$ cat src/rtl/fcpm_ram.sv
module fcpm_ram #(
   parameter int WIDTH = 8,
   parameter int DEPTH = 16
) (
   input  logic                     clock,
   input  logic                     we,
   input  logic [$clog2(DEPTH)-1:0] waddr,
   input  logic [WIDTH-1:0]         wdata,
   input  logic [$clog2(DEPTH)-1:0] raddr,
   output logic [WIDTH-1:0]         rdata
);

   logic [WIDTH-1:0] mem [DEPTH];

   // Single write port, registered read port.
   always_ff @(posedge clock) begin
      if (we) begin
         mem[waddr] <= wdata;
      end
      rdata <= mem[raddr];
   end

endmodule

$ cat config.mk
export PLATFORM = sky130hd
export DESIGN_NAME = fcpm_ram
export DESIGN_NICKNAME = d
export VERILOG_FILES = /design/src/rtl/fcpm_ram.sv
export SDC_FILE = /design/constraint.sdc
export NUM_CORES = 1
export LEC_CHECK = 0
export CAP_MARGIN = 20
export CORE_MARGIN = 2
export CORE_UTILIZATION = 55
export CTS_CLUSTER_DIAMETER = 50
export DETAILED_ROUTE_END_ITERATION = 8
export DONT_BUFFER_PORTS = 1
export GPL_ROUTABILITY_DRIVEN = 0
export PLACE_DENSITY = 0.79
export SLEW_MARGIN = 20
export SYNTH_ARGS = -nofsm -noshare
export SYNTH_HDL_FRONTEND = slang
export SYNTH_SLANG_ARGS = --single-unit
export TNS_END_PERCENT = 10
$ cat constraint.sdc
create_clock -name clock -period 2.1 [get_ports clock]
set_input_delay 0.315 -clock clock [delete_from_list [all_inputs] [get_ports clock]]
set_output_delay 0.315 -clock clock [all_outputs]
set_load 0.05 [all_outputs]
* Yosys cells after proc, flatten, opt, wreduce, memory -nomap -nowiden
Memories as Yosys holds them, arrays and structs flattened. A register that Yosys moved wholly into a read port is not among the register bits.
Cells that the tools add are included.
** Operators by class
- Mux-type cells :: 2
** Operators by type and width (count)
- 2-to-1 mux 1 bit :: 2
** Word-level totals
- Register bits :: 0
- Memory bits (writable) :: 128
- Memories kept :: 1
** Memory list
- mem :: words 16, bits a word 8, read ports 1, clocked after memory_dff 1, write ports 1, line 13 : logic [WIDTH-1:0] mem [DEPTH];

* Logic depth before layout (Yosys ltp)
Gate-level depths: netlist (run 1).
- Word-level depth :: 2
- Gate-level depth with buffers :: 5

* Least setup slack after synthesis (run 1)
OpenSTA, ideal clock, no wires.
- Kind :: input to register
- Start :: input port waddr[2]
- End :: memory mem[0][0] (enable)
- Data arrival time :: 1425 ps
- Required time :: 1717 ps
- Setup slack :: 292 ps
- Stages :: 2
- Buffers on the path :: 0
- Cells stage by stage :: or3b_2 nor3_1
** RTL lines
- from (decl) :: line 7 : input logic [$clog2(DEPTH)-1:0] waddr,
- to (decl) :: line 13
Straight into the memory's write port.

* Final worst setup path (run 1)
- Start :: register rdata[0] (read register of mem)
- End :: output port rdata[0]
** RTL lines
- from (decl) :: line 10 : output logic [WIDTH-1:0] rdata
No word-level cell between the ends.

==> results of run 1 <==
Yosys cell counts:
library cell     instances
nor2b_1                  1
buf_4                    1
nand3_1                  1
clkdlybuf4s25_2          3
nor2_1                  13
and2b_1                  1
nand2_1                  9
or3b_2                   1
nand2b_1                 2
buf_6                    3
a22oi_1                 16
nand3b_1                 2
mux4_2                  18
edfxtp_1               128
mux4_1                  14
and2_1                   1
buf_2                    3
dfxtp_1                  8
nor3_1                   4
layout make-up:
type | instances | share of cell area
flip-flops and latches | 136 | 0.668
clock inverters | 14 | 0.0342
clock buffers | 17 | 0.0691
repair buffers | 21 | 0.0296
multi-input cells | 83 | 0.176
well taps | 111 | 0.0232
state kept, by name, summed over array words and instances (netlist names):
name   count
mem      128
rdata      8
metrics by stage:
stage	worst slack [ns]	hold WS, ns	instances
5_1_grt	0.494	0.0895	382
2_1_floorplan	0.292	0.414	229
6_report	0.559	0.0981	382
4_1_cts	0.513	0.0675	382
3_5_place_dp	0.580	0.414	343
3_3_place_gp	0.595	0.415	343
logic make-up after synthesis:
kind of cell,after synthesis,share of synthesized area
flip-flops,136,0.778
AO/OA/AOI/OAI,16,0.0233
multiplexers,32,0.150
AND/OR/NAND/NOR,35,0.0318
buffers and inverters,10,0.0168
timing repair:
action                    4_1_cts  5_1_grt
hold buffers                    8        0
hold endpoints to repair      128        0
setup buffers                   0        0
power by group:
group | total [W] | switching (W) | internal [W] | leakage [nW]
sequential | 0.00312 | 0.0000879 | 0.00304 | 1.22
combinational | 0.000218 | 0.000118 | 0.000101 | 0.473
clock | 0.00309 | 0.00106 | 0.00203 | 0.299
total | 0.00643 | 0.00127 | 0.00517 | 2.00
worst paths after layout:
kind	from	endpoint	slack, ns
setup / recovery	rdata[0]	rdata[0]	0.56
hold reg to reg	mem[12][5]	rdata[5]	0.67
hold / removal	raddr[1]	rdata[5]	0.1
setup reg to reg	mem[9][3]	rdata[3]	0.65
per-layer routing:
metal,share of wire,track usage
met1,0.39,0.294
met2,0.51,0.351
met3,0.084,0.0749
met4,0.014,0.0927
met5,0,0
==> results.toml, run 1 <==
[critical_path]
endpoint_kind = "primary output"
rr_worst_depth = 3
path_class = "register to primary output"
required_ns = 1.78
start_kind = "register"
crit_path_max_fanout = 1
critPathArrivalTime_ns = 1.23
crit_cells = 0

[finish]
multiInputGateArea_sq_um = 1060
area_delta_synth_final_pct = 16.5
final_cell_mix = "128 x edfxtp_1, 18 x mux4_2, 16 x a22oi_1, 16 x clkbuf_16, 14 x mux4_1"
stdcell_area_sq_um = 6000
fin_nets = 277
post-route-util = 0.655
drive_above_1_share = 0.225
mostFrequentLayoutCell = "edfxtp_1"
seqCellArea_sq_um = 4000
antenna_cells = 0
nFillCells = 566

[floorplanning]
start_util = 0.562
die_w_um = 101
num_io_pins = 26
dieArea_sq_um = 10100
rows = 35
core_area_sq_um = 9150
dieHeight_um = 101

[routing]
viasPerCell = 6.30
detail_route.wirelength_um = 10300
final_antenna_net_count = 0
via_count = 2406
wl_per_cell_um = 26.9
drt_iter0_markers = 260
dr.pass1.iters = 5
drcViolationCount = 0

[grt]
grt_overflow = 0
grt_pass1_wl_um = 15300
grt_usage = 0.225
antenna_found_initial = 0
grt_pass1_vias = 2534
grt_max_degree = 33

[power_and_ir_drop]
p_total_w = 0.00643
p_leak_nw = 2.00
cellPowerDensity_nw_per_um2 = 1070
peakVddDrop_uv = 776

[sta]
setup_viol_count_final = 0
final.setup.tns_ns = 0
fmax_ghz = 0.649
finClkSkew_ns = 0.0100
finalCritPeriodShare = 0.734
maxSlewViolCount = 0
slew_headroom = 0.506
fin_crit_ns = 1.54
worstMarginPinSlew_ns = 0.739
rsz0062_at_grt = "no"
finalHoldViolations = 0

[clock_network]
ctsResizeCount = 0
cts_buffers = 17
cts_tree = "done"
clk_latency_ns = 0.52
clk_pin_slew_ns = 0.06
cts.sinks = 136
clock_path_buffers = 2
htreeDepth = 4
root_buffer = "clkbuf_8"

[yosys]
syn_nets = 247
ys_seq_area_frac = 0.778
yosys_warnings = 0
avgSynthCellArea_sq_um = 22.5
synthCells = 229
ys_seq_elements = 136
synth_top_area_frac = 0.747
synthTopCellsByArea = "edfxtp_1 75%, mux4_2 7.9%, mux4_1 7.1%"
synth.distinct_cells = 19
synth_top_area_cell = "edfxtp_1"
synth_area_sq_um = 5150

[placement]
place_area_sq_um = 5300
hpwl_um = 6000
port-buffer-count = 0

[outcome]
status = "finished, final reports clean"

[run]
drv_cap = 0

[hold_path]
hold_path_class = "input port to register"
holdPathStages = 3
Power figures use the tool's default switching activity.
==> inputs of run 2 (changes only) <==
--- a/config.mk
+++ b/config.mk
@@ -12,7 +12,7 @@
 export DETAILED_ROUTE_END_ITERATION = 8
 export DONT_BUFFER_PORTS = 1
 export GPL_ROUTABILITY_DRIVEN = 0
-export PLACE_DENSITY = 0.79
+export PLACE_DENSITY = 0.82
 export SLEW_MARGIN = 20
 export SYNTH_ARGS = -nofsm -noshare
 export SYNTH_HDL_FRONTEND = slang
==> constraint.sdc (replaced) <==
create_clock -name clock -period 1.3 [get_ports clock]
set_input_delay 0.195 -clock clock [delete_from_list [all_inputs] [get_ports clock]]
set_output_delay 0.195 -clock clock [all_outputs]
set_load 0.05 [all_outputs]
==> results.toml, run 2 (same netlist as run 1, synthesis figures left out) <==
[outcome]
status = "finished with violations"
violations = "setup timing"

[critical_path]
worstSetupStartpoint = "mem[8][6]"
slowest_stage = "mux4_2"
cp-endpoint = "rdata[6]"
rr_startpoint = "mem[8][6]"
crit_chain = "mux4_2 -> a22oi_2 -> nand2_1"
crit_buf_inv = 0
critPathArrivalTime_ns = 1.76
path_class = "register to register"
rr_worst_depth = 3
cp_top_family = "multiplexers"
regToRegSetupSlack_ns = -0.07
crit_cells = 3
rr_endpoint = "rdata[6]"
slowest_delay_ns = 0.49
endpoint_kind = "register"
crit_path_max_fanout = 1
required_ns = 1.69
start_kind = "register"

[clock_network]
htreeDepth = 4
clk_latency_ns = 0.52
cts_setup_buffers = 0
clk_pin_slew_ns = 0.07
clock_path_buffers = 2
cts.sinks = 136
cts_tree = "done"
cts_buffers = 17
root_buffer = "clkbuf_8"

[routing]
viasPerCell = 6.24
detail_route.wirelength_um = 9960
drt_iter0_markers = 206
drcViolationCount = 0
final_antenna_net_count = 0
dr.pass1.iters = 5
wl_per_cell_um = 25.5
via_count = 2434

[finish]
mostFrequentLayoutCell = "edfxtp_1"
largest-register = "mem"
reg_top3 = "mem x128, rdata x8"
antenna_cells = 0
fin_nets = 284
drive_above_1_share = 0.326
stdcell_area_sq_um = 6110
largest_register_ffs = 128
final_cell_mix = "128 x edfxtp_1, 22 x mux4_2, 16 x clkbuf_16, 12 x dlygate4sd3_1, 12 x buf_4"
area_delta_synth_final_pct = 18.6

[grt]
grt_overflow = 0
grt_pass1_vias = 2445
antenna_found_initial = 0
grt_pass1_wl_um = 14800
grt_max_degree = 33
grt_usage = 0.214

[sta]
finalCritPeriodShare = 1.05
slew_headroom = 0.380
fmax_ghz = 0.732
setup_slack_ns = -0.0662
finalHoldViolations = 0
worstMarginPinSlew_ns = 0.929
maxSlewViolCount = 0
rsz0062_at_grt = "yes"
final.setup.tns_ns = -0.109
hold_ws_ns = 0.0125
fin_crit_ns = 1.37
setup_viol_count_final = 4
finClkSkew_ns = 0.00934

[floorplanning]
rows = 35
dieHeight_um = 101
dieArea_sq_um = 10100
num_io_pins = 26
core_area_sq_um = 9150
start_util = 0.562
die_w_um = 101

[placement]
port-buffer-count = 0
hpwl_um = 5930
place_area_sq_um = 5400

[hold_path]
hold_path_class = "input port to register"

[power_and_ir_drop]
cellPowerDensity_nw_per_um2 = 1630
p_leak_nw = 2.01
peakVddDrop_uv = 829

[run]
drv_cap = 0
==> run 2: cell type report <==
cell class | count | area, sq um
flip-flops and latches | 136 | 4010
clock inverters | 15 | 146
multi-input cells | 83 | 1100
clock buffers | 17 | 414
repair buffers | 28 | 290
fillers | 557 | 3050
well taps | 111 | 139
==> run 2: worst min-delay path by stage <==
| stage | startpoint | end | slack, ns | depth (start not counted) |
|---|---|---|---|---|
| 6_report | raddr[1] | rdata[0] | 0.01 | 3 |
| 5_1_grt | raddr[0] | rdata[1] | 0.004 | 3 |
| 4_1_cts | raddr[1] | rdata[1] | -0.05 | 3 |
| 3_5_place_dp | wdata[1] | mem[11][1] | 0.29 | 0 |
| 3_3_place_gp | wdata[1] | mem[11][1] | 0.29 | 0 |
| 2_1_floorplan | wdata[0] | mem[0][0] | 0.29 | 0 |
==> run 2: timing repair <==
action,CTS,global route
hold endpoints to repair,141,3
pin swaps,3,3
endpoints found under the setup margin,14,7
hold buffers,10,2
gates resized for setup,15,4
==> run 2: power breakdown <==
part	switching, W	internal [W]
Combinational	0.000191	0.000187
Clock	0.00203	0.00246
Sequential	0.000147	0.00491
Total	0.00237	0.00756
==> run 2: stage by stage <==
| stage | power [W] | worst slack [ns] | util | instances |
|---|---|---|---|---|
| floorplan | 0.00537 | -0.0866 | - | 229 |
| global placement | 0.00540 | -0.0407 | 0.590 | 346 |
| detailed placement | 0.00542 | -0.0478 | 0.590 | 346 |
| CTS | 0.00998 | -0.0538 | 0.665 | 388 |
| global route | 0.0102 | -0.0707 | 0.667 | 390 |
| finish | 0.00993 | -0.0662 | 0.667 | 390 |
==> run 2: worst min-delay path, stage by stage <==
cell and delay [ns]:
mux4_2 0.17, a22oi_1 0.07, nand2_1 0.06
==> run 2: metal layers <==
metal,up-vias,track usage,part of all wire
li1,1044,-,-
met3,11,0.0652,0.085
met5,-,0,0
met2,120,0.341,0.51
met4,0,0.0811,0.018
met1,1259,0.283,0.38
