===== src/rtl/fcpm_pkg.sv =====
package fcpm_pkg;

   // Build-time default for the largest transform length.
   localparam int POINTS_DEFAULT = 64;

   // Fixed-point layout of a spectrum value and its arithmetic.
   localparam int DATA_W    = 56;
   localparam int FRAC_BITS = 8;
   localparam int TW_BITS   = 22;
   localparam int TW_W      = 24;
   localparam int CHUNK_W   = 14;
   localparam int PART_W    = DATA_W + CHUNK_W + 1;
   localparam int ACC_W     = 2 * DATA_W + 2;
   localparam int LOG_W     = 3;
   localparam int INDEX_W   = 6;

   // Transform length code after reset.
   localparam logic [LOG_W-1:0] LOG_POINTS_RESET = 3'd6;

   typedef struct packed {
      logic signed [15:0] coef_a;
      logic signed [15:0] coef_b;
      logic               last;
   } req_type;

   typedef struct packed {
      logic signed [37:0]        product_coef;
      logic [INDEX_W-1:0]        coef_index;
      logic                      last_out;
   } rsp_type;

   // One complex spectrum entry as kept in memory.
   typedef struct packed {
      logic signed [DATA_W-1:0] re;
      logic signed [DATA_W-1:0] im;
   } spec_entry_type;

   // Control and status between the sequencer and the complex multiplier.
   typedef struct packed {
      logic start;
      logic spec_mode;
   } cmul_ctl_type;

   typedef struct packed {
      logic done;
   } cmul_sts_type;

   // First quarter of a 64-point cosine wave in Q1.22.
   function automatic logic signed [TW_W-1:0] quarter_cos(input logic [4:0] j);
      logic signed [TW_W-1:0] v;
      case (j)
         5'd0:    v = 24'sd4194304;
         5'd1:    v = 24'sd4174107;
         5'd2:    v = 24'sd4113712;
         5'd3:    v = 24'sd4013699;
         5'd4:    v = 24'sd3875032;
         5'd5:    v = 24'sd3699046;
         5'd6:    v = 24'sd3487436;
         5'd7:    v = 24'sd3242241;
         5'd8:    v = 24'sd2965821;
         5'd9:    v = 24'sd2660838;
         5'd10:   v = 24'sd2330230;
         5'd11:   v = 24'sd1977181;
         5'd12:   v = 24'sd1605091;
         5'd13:   v = 24'sd1217542;
         5'd14:   v = 24'sd818268;
         5'd15:   v = 24'sd411114;
         default: v = 24'sd0;
      endcase
      return v;
   endfunction

   // Full-period cosine built from the quarter wave by symmetry.
   function automatic logic signed [TW_W-1:0] tw_cos(input logic [5:0] j);
      logic signed [TW_W-1:0] v;
      if (j <= 6'd16) begin
         v = quarter_cos(5'(j));
      end else if (j <= 6'd32) begin
         v = -quarter_cos(5'(6'd32 - j));
      end else if (j <= 6'd48) begin
         v = -quarter_cos(5'(j - 6'd32));
      end else begin
         v = quarter_cos(5'(6'd0 - j));
      end
      return v;
   endfunction

endpackage


===== src/rtl/fcpm_cmul.sv =====
module fcpm_cmul (
   input  logic                                  clock,
   input  logic                                  reset,
   input  fcpm_pkg::cmul_ctl_type                ctl,
   input  logic signed [fcpm_pkg::DATA_W-1:0]    p_re,
   input  logic signed [fcpm_pkg::DATA_W-1:0]    p_im,
   input  logic signed [fcpm_pkg::DATA_W-1:0]    q_re,
   input  logic signed [fcpm_pkg::DATA_W-1:0]    q_im,
   output fcpm_pkg::cmul_sts_type                sts,
   output logic signed [fcpm_pkg::DATA_W-1:0]    r_re,
   output logic signed [fcpm_pkg::DATA_W-1:0]    r_im
);

   localparam int DW = fcpm_pkg::DATA_W;
   localparam int AC = fcpm_pkg::ACC_W;
   localparam int PW = fcpm_pkg::PART_W;
   localparam int CK = fcpm_pkg::CHUNK_W;

   // Operand registers, captured on start.
   logic signed [DW-1:0] p_re_ff, p_re_in, p_im_ff, p_im_in;
   logic signed [DW-1:0] q_re_ff, q_re_in, q_im_ff, q_im_in;
   logic                 spec_ff, spec_in;

   // Control state.
   logic [3:0] step_ff, step_in;
   logic       run_ff, run_in;
   logic       pvld_ff, pvld_in;
   logic       plast_ff, plast_in;
   logic       fin_ff, fin_in;
   logic       done_ff, done_in;

   // Partial product stage and accumulators.
   logic signed [PW-1:0] part_ff, part_in;
   logic [1:0]           pshift_ff, pshift_in;
   logic                 pim_ff, pim_in;
   logic                 pneg_ff, pneg_in;
   logic signed [AC-1:0] acc_re_ff, acc_re_in, acc_im_ff, acc_im_in;
   logic signed [DW-1:0] r_re_ff, r_re_in, r_im_ff, r_im_in;

   logic [1:0]           prod_sel;
   logic [1:0]           chunk_sel;
   logic signed [DW-1:0] src;
   logic signed [DW-1:0] mult;
   logic [CK-1:0]        bits;
   logic signed [CK:0]   chunk;
   logic signed [AC-1:0] ext;
   logic signed [AC-1:0] shifted;
   logic signed [AC-1:0] rnd_re;
   logic signed [AC-1:0] rnd_im;

   // Each real product is built from four 14-bit slices of the p operand;
   // the four products feed the real and imaginary accumulators.
   always_comb begin
      prod_sel  = step_ff[3:2];
      chunk_sel = step_ff[1:0];
      src       = prod_sel[0] ? p_im_ff : p_re_ff;
      mult      = (prod_sel[0] ^ prod_sel[1]) ? q_im_ff : q_re_ff;
      bits      = src[32'(chunk_sel) * CK +: CK];
      chunk     = {(chunk_sel == 2'd3) & bits[CK-1], bits};
      part_in   = PW'(mult) * PW'(chunk);
      pshift_in = chunk_sel;
      pim_in    = prod_sel[1];
      pneg_in   = (prod_sel == 2'd1);
   end

   // Align the registered partial product to its slice position.
   always_comb begin
      ext = AC'(part_ff);
      case (pshift_ff)
         2'd0:    shifted = ext;
         2'd1:    shifted = ext <<< CK;
         2'd2:    shifted = ext <<< (2 * CK);
         2'd3:    shifted = ext <<< (3 * CK);
         default: shifted = ext;
      endcase
   end

   // Round to the fraction width of the chosen mode.
   always_comb begin
      if (spec_ff) begin
         rnd_re  = acc_re_ff + (AC'(1) <<< (fcpm_pkg::FRAC_BITS - 1));
         rnd_im  = acc_im_ff + (AC'(1) <<< (fcpm_pkg::FRAC_BITS - 1));
         r_re_in = rnd_re[fcpm_pkg::FRAC_BITS +: DW];
         r_im_in = rnd_im[fcpm_pkg::FRAC_BITS +: DW];
      end else begin
         rnd_re  = acc_re_ff + (AC'(1) <<< (fcpm_pkg::TW_BITS - 1));
         rnd_im  = acc_im_ff + (AC'(1) <<< (fcpm_pkg::TW_BITS - 1));
         r_re_in = rnd_re[fcpm_pkg::TW_BITS +: DW];
         r_im_in = rnd_im[fcpm_pkg::TW_BITS +: DW];
      end
   end

   // Sequencing of the sixteen partial products.
   always_comb begin
      p_re_in   = p_re_ff;
      p_im_in   = p_im_ff;
      q_re_in   = q_re_ff;
      q_im_in   = q_im_ff;
      spec_in   = spec_ff;
      step_in   = step_ff;
      run_in    = run_ff;
      pvld_in   = 1'b0;
      plast_in  = 1'b0;
      fin_in    = plast_ff;
      done_in   = fin_ff;
      acc_re_in = acc_re_ff;
      acc_im_in = acc_im_ff;

      if (pvld_ff) begin
         if (pim_ff) begin
            acc_im_in = acc_im_ff + shifted;
         end else if (pneg_ff) begin
            acc_re_in = acc_re_ff - shifted;
         end else begin
            acc_re_in = acc_re_ff + shifted;
         end
      end

      if (run_ff) begin
         pvld_in = 1'b1;
         step_in = step_ff + 4'd1;
         if (step_ff == 4'd15) begin
            run_in   = 1'b0;
            plast_in = 1'b1;
         end
      end

      if (ctl.start) begin
         p_re_in   = p_re;
         p_im_in   = p_im;
         q_re_in   = q_re;
         q_im_in   = q_im;
         spec_in   = ctl.spec_mode;
         step_in   = 4'd0;
         run_in    = 1'b1;
         acc_re_in = '0;
         acc_im_in = '0;
      end
   end

   always_ff @(posedge clock) begin
      if (reset) begin
         run_ff   <= 1'b0;
         pvld_ff  <= 1'b0;
         plast_ff <= 1'b0;
         fin_ff   <= 1'b0;
         done_ff  <= 1'b0;
         step_ff  <= 4'd0;
      end else begin
         run_ff   <= run_in;
         pvld_ff  <= pvld_in;
         plast_ff <= plast_in;
         fin_ff   <= fin_in;
         done_ff  <= done_in;
         step_ff  <= step_in;
      end
   end

   always_ff @(posedge clock) begin
      p_re_ff   <= p_re_in;
      p_im_ff   <= p_im_in;
      q_re_ff   <= q_re_in;
      q_im_ff   <= q_im_in;
      spec_ff   <= spec_in;
      part_ff   <= part_in;
      pshift_ff <= pshift_in;
      pim_ff    <= pim_in;
      pneg_ff   <= pneg_in;
      acc_re_ff <= acc_re_in;
      acc_im_ff <= acc_im_in;
      if (fin_ff) begin
         r_re_ff <= r_re_in;
         r_im_ff <= r_im_in;
      end
   end

   assign sts.done = done_ff;
   assign r_re     = r_re_ff;
   assign r_im     = r_im_ff;

endmodule


===== config.mk =====
export PLATFORM = sky130hd
export DESIGN_NAME = fcpm_cmul
export DESIGN_NICKNAME = d
export VERILOG_FILES = /design/src/rtl/fcpm_pkg.sv /design/src/rtl/fcpm_cmul.sv
export SDC_FILE = /design/constraint.sdc
export NUM_CORES = 2
export LEC_CHECK = 0
export ABC_AREA = 1
export BUFFER_PORTS_ARGS = -buffer_cell sky130_fd_sc_hd__buf_2
export CAP_MARGIN = 15
export CORE_MARGIN = 3
export CORE_UTILIZATION = 57
export DETAILED_ROUTE_END_ITERATION = 12
export GPL_TIMING_DRIVEN = 0
export PLACE_DENSITY_LB_ADDON = 0.08
export REMOVE_ABC_BUFFERS = 1
export SLEW_MARGIN = 20
export SYNTH_ARGS = -nofsm -noshare
export SYNTH_HDL_FRONTEND = slang
export SYNTH_SLANG_ARGS = --single-unit
export TNS_END_PERCENT = 10

===== constraint.sdc =====
create_clock -name clock -period 6.3 [get_ports clock]
set_input_delay 1.26 -clock clock [delete_from_list [all_inputs] [get_ports clock]]
set_output_delay 1.26 -clock clock [all_outputs]
set_load 0.01 [all_outputs]

==> flow_results.org, run 1 <==
** Die
- Chip height :: 355 um
- Num rows :: 127
- Top-level port count :: between 300 and 400
- For this configuration, the core starts out at a cell density of 57.6%.
- Measured along the x axis, the die boundary spans ~350 um.

** Synth
- By area the synthesized netlist is led by fa_1 22%, edfxtp_1 15%, nand2_1 11%, inv_1 11%, nor2_1 7.0%.
- The cell area that synthesis handed to floorplanning was 0.0694 sq mm.
- For this run, the register share of the synthesized area comes to 21.5%.
- nand2_1 is the most common cell in the netlist.
- The synthesized design spends more area on one cell type than any other, namely fa_1.
- Of all flip-flops after synthesis, the portion carrying an async set or reset was 0%.
- Post-synth top flop :: edfxtp_1
- The synthesized design devotes to its leading area cell type 21.9% of total area.
- The Yosys step of the flow raised 0 warnings.
- In this run, synthesis produced a sequential element count of between 500 and 600.
- Counting every instance in the synthesized netlist gives 9577.
- Cell types with the highest counts after synthesis :: 2014 x nand2_1, 2003 x inv_1, 1295 x nor2_1, 758 x fa_1, 557 x o21ai_0
- Average size of a mapped cell :: between 7 and 8 sq um
- EDFF count, synth :: 337
- In this run, distinct cell masters in the synthesized netlist total 59.

** Clocking
- Clock root buffer :: clkbuf_16
- The clock drives 577 sinks.
- TritonCTS created between 70 and 80 clock buffers.
- H-tree depth reported by CTS :: 3
- The longest clock path from root to sink contains 3 buffers.

** Place
- Detailed placement HPWL :: 210 mm
- I/O Buffers :: 340
- Global placer's final weighted congestion :: 1.04

** Status
- The run stopped with a tool error.
- Last flow stage reached :: 5_1_grt
- Run-stopping error :: [ERROR GRT-0232] Routing congestion too high. Check the congestion heatmap in the GUI.

** Timing
- After the last repair the worst path ends at a register data pin.
- Post-GRT worst EP :: part_ff[50]$_DFF_P_/D

** GRT
- Combined global-route utilization of all metal layers :: between 60 and 70%
- After global routing the overflow that remains totals 27.
- Largest net degree at the start of global routing :: 105
metal layers:
| layer | track usage (%) | overflow |
|---|---|---|
| met4 | 57.1 | 6 |
| met3 | 48.0 | 16 |
| met1 | 67.9 | 0 |
| met2 | 79.9 | 4 |
| met5 | 30.3 | 1 |
cells by family after synthesis:
group	after synthesis	share of synthesized area (%)
multiplexers	29	0.418
flip-flops	577	21.5
AND/OR/NAND/NOR	3979	23.5
AO/OA/AOI/OAI	1308	10.1
adder cells (fa/ha/maj)	1081	27.7
XOR/XNOR	315	3.99
buffers and inverters	2288	12.8
through the flow:
stage	std cells	cell area, sq um	setup TNS [ns]	utilization [%]	setup slack [ns]
CTS	11600	79200	-36.97	65.8	-0.851
floorplan	9325	68200	-187.10	-	-3.26
detailed placement	11300	72700	-201.61	60.3	-3.69
global placement	11300	71900	-1395.58	59.7	-7.66
timing repair:
action	in CTS
gates cloned	36
pin swaps	84
hold buffers	0
endpoints found under the setup margin	104
buffers inserted	170
resized for setup	500
==> run 2: changes to the inputs <==
--- a/config.mk
+++ b/config.mk
@@ -9,10 +9,10 @@
 export BUFFER_PORTS_ARGS = -buffer_cell sky130_fd_sc_hd__buf_2
 export CAP_MARGIN = 15
 export CORE_MARGIN = 3
-export CORE_UTILIZATION = 57
+export CORE_UTILIZATION = 40
 export DETAILED_ROUTE_END_ITERATION = 12
 export GPL_TIMING_DRIVEN = 0
-export PLACE_DENSITY_LB_ADDON = 0.08
+export PLACE_DENSITY_LB_ADDON = 0.15
 export REMOVE_ABC_BUFFERS = 1
 export SLEW_MARGIN = 20
 export SYNTH_ARGS = -nofsm -noshare
==> constraint.sdc (replaced) <==
create_clock -name clock -period 8.2 [get_ports clock]
set_input_delay 1.64 -clock clock [delete_from_list [all_inputs] [get_ports clock]]
set_output_delay 1.64 -clock clock [all_outputs]
set_load 0.01 [all_outputs]
==> flow_results.org, run 2 <==
** Critical path
- Startpoint-to-endpoint class of the critical path :: reg -> reg
- Data on the critical path arrives at its endpoint at 8.65 ns.
- At the worst endpoint, the required time is 8.83 ns.
- The worst setup path is captured at a flip-flop.
- For flop-to-flop paths, the worst setup slack is between 0.15 and 0.2 ns.
- The worst setup path is launched from a flip-flop.
- Crit path max fanout :: 18

** Cells and area
- Compared with the post-synthesis result, the final layout area differs by 10.3%.
- In the final layout, the registers with the most flip-flops are acc_im_ff: 78 flops, acc_re_ff: 78 flops, part_ff: 71 flops.
- After the last flow step, the layout net total stands at roughly 11000.
- # fillers :: 18000
- Leaving out fill and tap cells, the most frequent cell in the layout is nand2_1.
- Most used cells in the layout excluding fill and tap cells :: 2003 x nand2_1, 1968 x inv_1, 1289 x nor2_1, 757 x fa_1, 544 x o21ai_0
- Fraction of the core area covered by cells at the end of the flow :: between 40 and 50%
- Cells with a size suffix above 1 make up 7.31% of the layout.
- Final Non-Filler Cells :: roughly 12000

** Die
- The overall die height came to 423 um (+19%).
- Die outline area :: 0.179 sq mm
- The total area inside the core boundary comes to 0.172 sq mm.
- Width of the die :: 423 um (+19%)
- Effective utilization at floorplan :: 40.3% (-17 points)
- The number of placed I/O pins is 341 (unchanged).
- The number of standard-cell rows in the floorplan was 152 (+20%).

** Timing
- Finish-stage setup viols :: 0
- The worst path uses between 90% and 100% of the clock period.
- For the pin with the worst max-slew slack, the measured transition is 1.20 ns.
- Worst clock skew :: 0.0467 ns
- Normalized max-slew margin :: between 10% and 20%
- The count of final hold-check violations was 0.
- Highest clock rate :: around 120 MHz
- Final Max Tran Viols :: 0
- Setup repair after global routing could not meet its margin everywhere.
- The worst path needs between 8 and 9 ns of the cycle, external delays included.

** GRT
- Combined global-route utilization of all metal layers :: 29.8%
- Overflow left after global routing :: 0
- The first global-routing pass estimated 401 mm of wire.
- Entering global routing, the biggest net connects 97 pins.
- Antenna violations before repair :: 5
- Via count of the first global-routing pass :: 63500

** Detailed routing
- Post-DRT Antenna Nets :: 0
- Summing over every cut layer, the via total after detailed routing is 63300.
- DRC marker count from the first detailed-route iteration :: 5205
- Wirelength, routed :: 269 mm
- After detailed routing, the average wire length per cell comes to 22.1 um.
- DR vias/cell :: 5.20
- After detailed routing, the number of remaining DRC violations is 0.
- 1st-pass router iterations :: 6

** Synth
- The synthesized area is 0.0694 sq mm (unchanged).
- Yosys top cell area share :: 21.9% (unchanged)
- Seq/Total Area, Yosys :: 21.5% (unchanged)
- Yosys cell types :: 59 (unchanged)
- Share of async-settable or async-resettable flops after synthesis :: 0% (unchanged)
- For this run, the leading register cell type out of synthesis is edfxtp_1.
- The count of warnings emitted by yosys is 0 (unchanged).
- The per-instance average area after synthesis is 7.25 sq um (unchanged).
- In the post-synthesis netlist, the cell with the most instances is nand2_1.
- Post-synthesis register bit count :: 577 (unchanged)
- The largest total area in the synthesized netlist belongs to fa_1.
- Top cells by area in the synthesized netlist :: fa_1 22%, edfxtp_1 15%, nand2_1 11%, inv_1 11%, nor2_1 7.0%
- The gate count after technology mapping came to 9577 (unchanged).
- EDFF count, synth :: 337 (unchanged)
- Cell types with the highest counts after synthesis :: 2014 x nand2_1, 2003 x inv_1, 1295 x nor2_1, 758 x fa_1, 557 x o21ai_0

** Clocking
- The later pin in the worst-skew pair is clocked with a latency of 0.74 ns.
- Clock sink total :: 577 (unchanged)
- After clock tree synthesis, the clock-pin slew on the worst setup and hold paths is 0.06 ns.
- The count of H-tree levels built during CTS came to 3 (unchanged).
- The cell sitting at the root of the clock tree is a clkbuf_16.
- The total clock buffers created by CTS came to 75 (+4.2%).
- The worst-case clock buffer depth was 3 (unchanged).
- Clock tree from TritonCTS :: done

** Status
- Run status :: complete, no violations

** Place
- Detailed placement HPWL :: 227 mm (+7.7%)
- Inst Count DP :: 12000 (+6.2%)
- I/O Buffers :: 340 (unchanged)
- The routability congestion estimate from global placement came to 1.02 (-2.3%).

** Job
- The tool flagged a number of max-cap violations equal to 0.

** Min path
- Path class of the lowest-slack min-delay path :: reg -> reg
## run 2: final timing paths
check / startpoint / to / cells after the start
hold reg to reg: fin_in / done_in / 2
setup / recovery: step_ff[3] / part_ff[65] / 23
setup reg to reg: step_ff[3] / part_ff[65] / 23
hold / removal: fin_in / done_in / 2
## run 2: through the flow
step           setup slack [ns]  area [sq um]  hold slack (ns)   TNS, ns
3_3_place_gp              -6.22         72800            0.379   -648.32
3_5_place_dp              -1.76         73700            0.382    -72.89
5_1_grt                  -0.118         76600            0.403    -0.283
2_1_floorplan             -1.36         68200            0.367    -64.45
6_report                  0.182         76600            0.372         0
4_1_cts                -0.00202         76300            0.382  -0.00202
## run 2: cell families (layout without fill, tap and decap cells)
kind of cell             Yosys count  in the layout  synth area share (%)
other                              0              5                     0
multiplexers                      29             29                 0.418
adder cells (fa/ha/maj)         1081           1081                  27.7
AND/OR/NAND/NOR                 3979           3979                  23.5
AO/OA/AOI/OAI                   1308           1308                  10.1
buffers and inverters           2288           2564                  12.8
flip-flops                       577            577                  21.5
XOR/XNOR                         315            315                  3.99
## run 2: timing repair
item / CTS / global route
resized for setup: 44 / 72
buffers inserted: 4 / 9
hold buffers: 0 / 0
gates cloned: 1 / 0
pin swaps: 1 / 4
endpoints found under the setup margin: 60 / 40
## run 2: final cells by class
cell class                      instances  area, sq um  share of cell area, %
Timing Repair inverter                  1         16.3                 0.0212
Clock buffer                          101         2050                   2.68
Clock inverter                         35          409                  0.534
Multi-Input combinational cell       6712        45800                   59.8
Timing Repair Buffer                  391         2660                   3.47
Antenna cell                            5         12.5                 0.0163
Inverter                             2036         7790                   10.2
Tap cell                             2310         2890                   3.77
Sequential cell                       577        14900                   19.5
## run 2: metal layers
metal  vias up  routed length (um)  GRT usage, %
li1      30000                   -             -
met3       387               16900          3.61
met4         0               12100          11.1
met2      2041              127000          50.1
met1     30800              113000          39.3
met5         -                   0             0
## run 2: worst max-delay path, stage by stage (launching register included)
cell	delay, ns
dfxtp_1	0.37
inv_1	0.10
ha_4	0.37
buf_16	0.21
o21ai_1	0.68
clkinvlp_4	0.56
nand2_1	0.20
fa_1	0.45
fa_1	0.55
fa_1	0.44
fa_1	0.53
fa_1	0.53
fa_1	0.56
inv_1	0.05
ha_1	0.38
nand2_1	0.11
nor2_1	0.15
inv_1	0.10
nor2_1	0.16
inv_1	0.11
nor4_1	0.70
nand3_1	0.24
nand2_1	0.15
xor2_1	0.19
Power of run 2 is not shown: default switching activity piles up to over one toggle a cycle in this logic, so the estimate is an artifact.
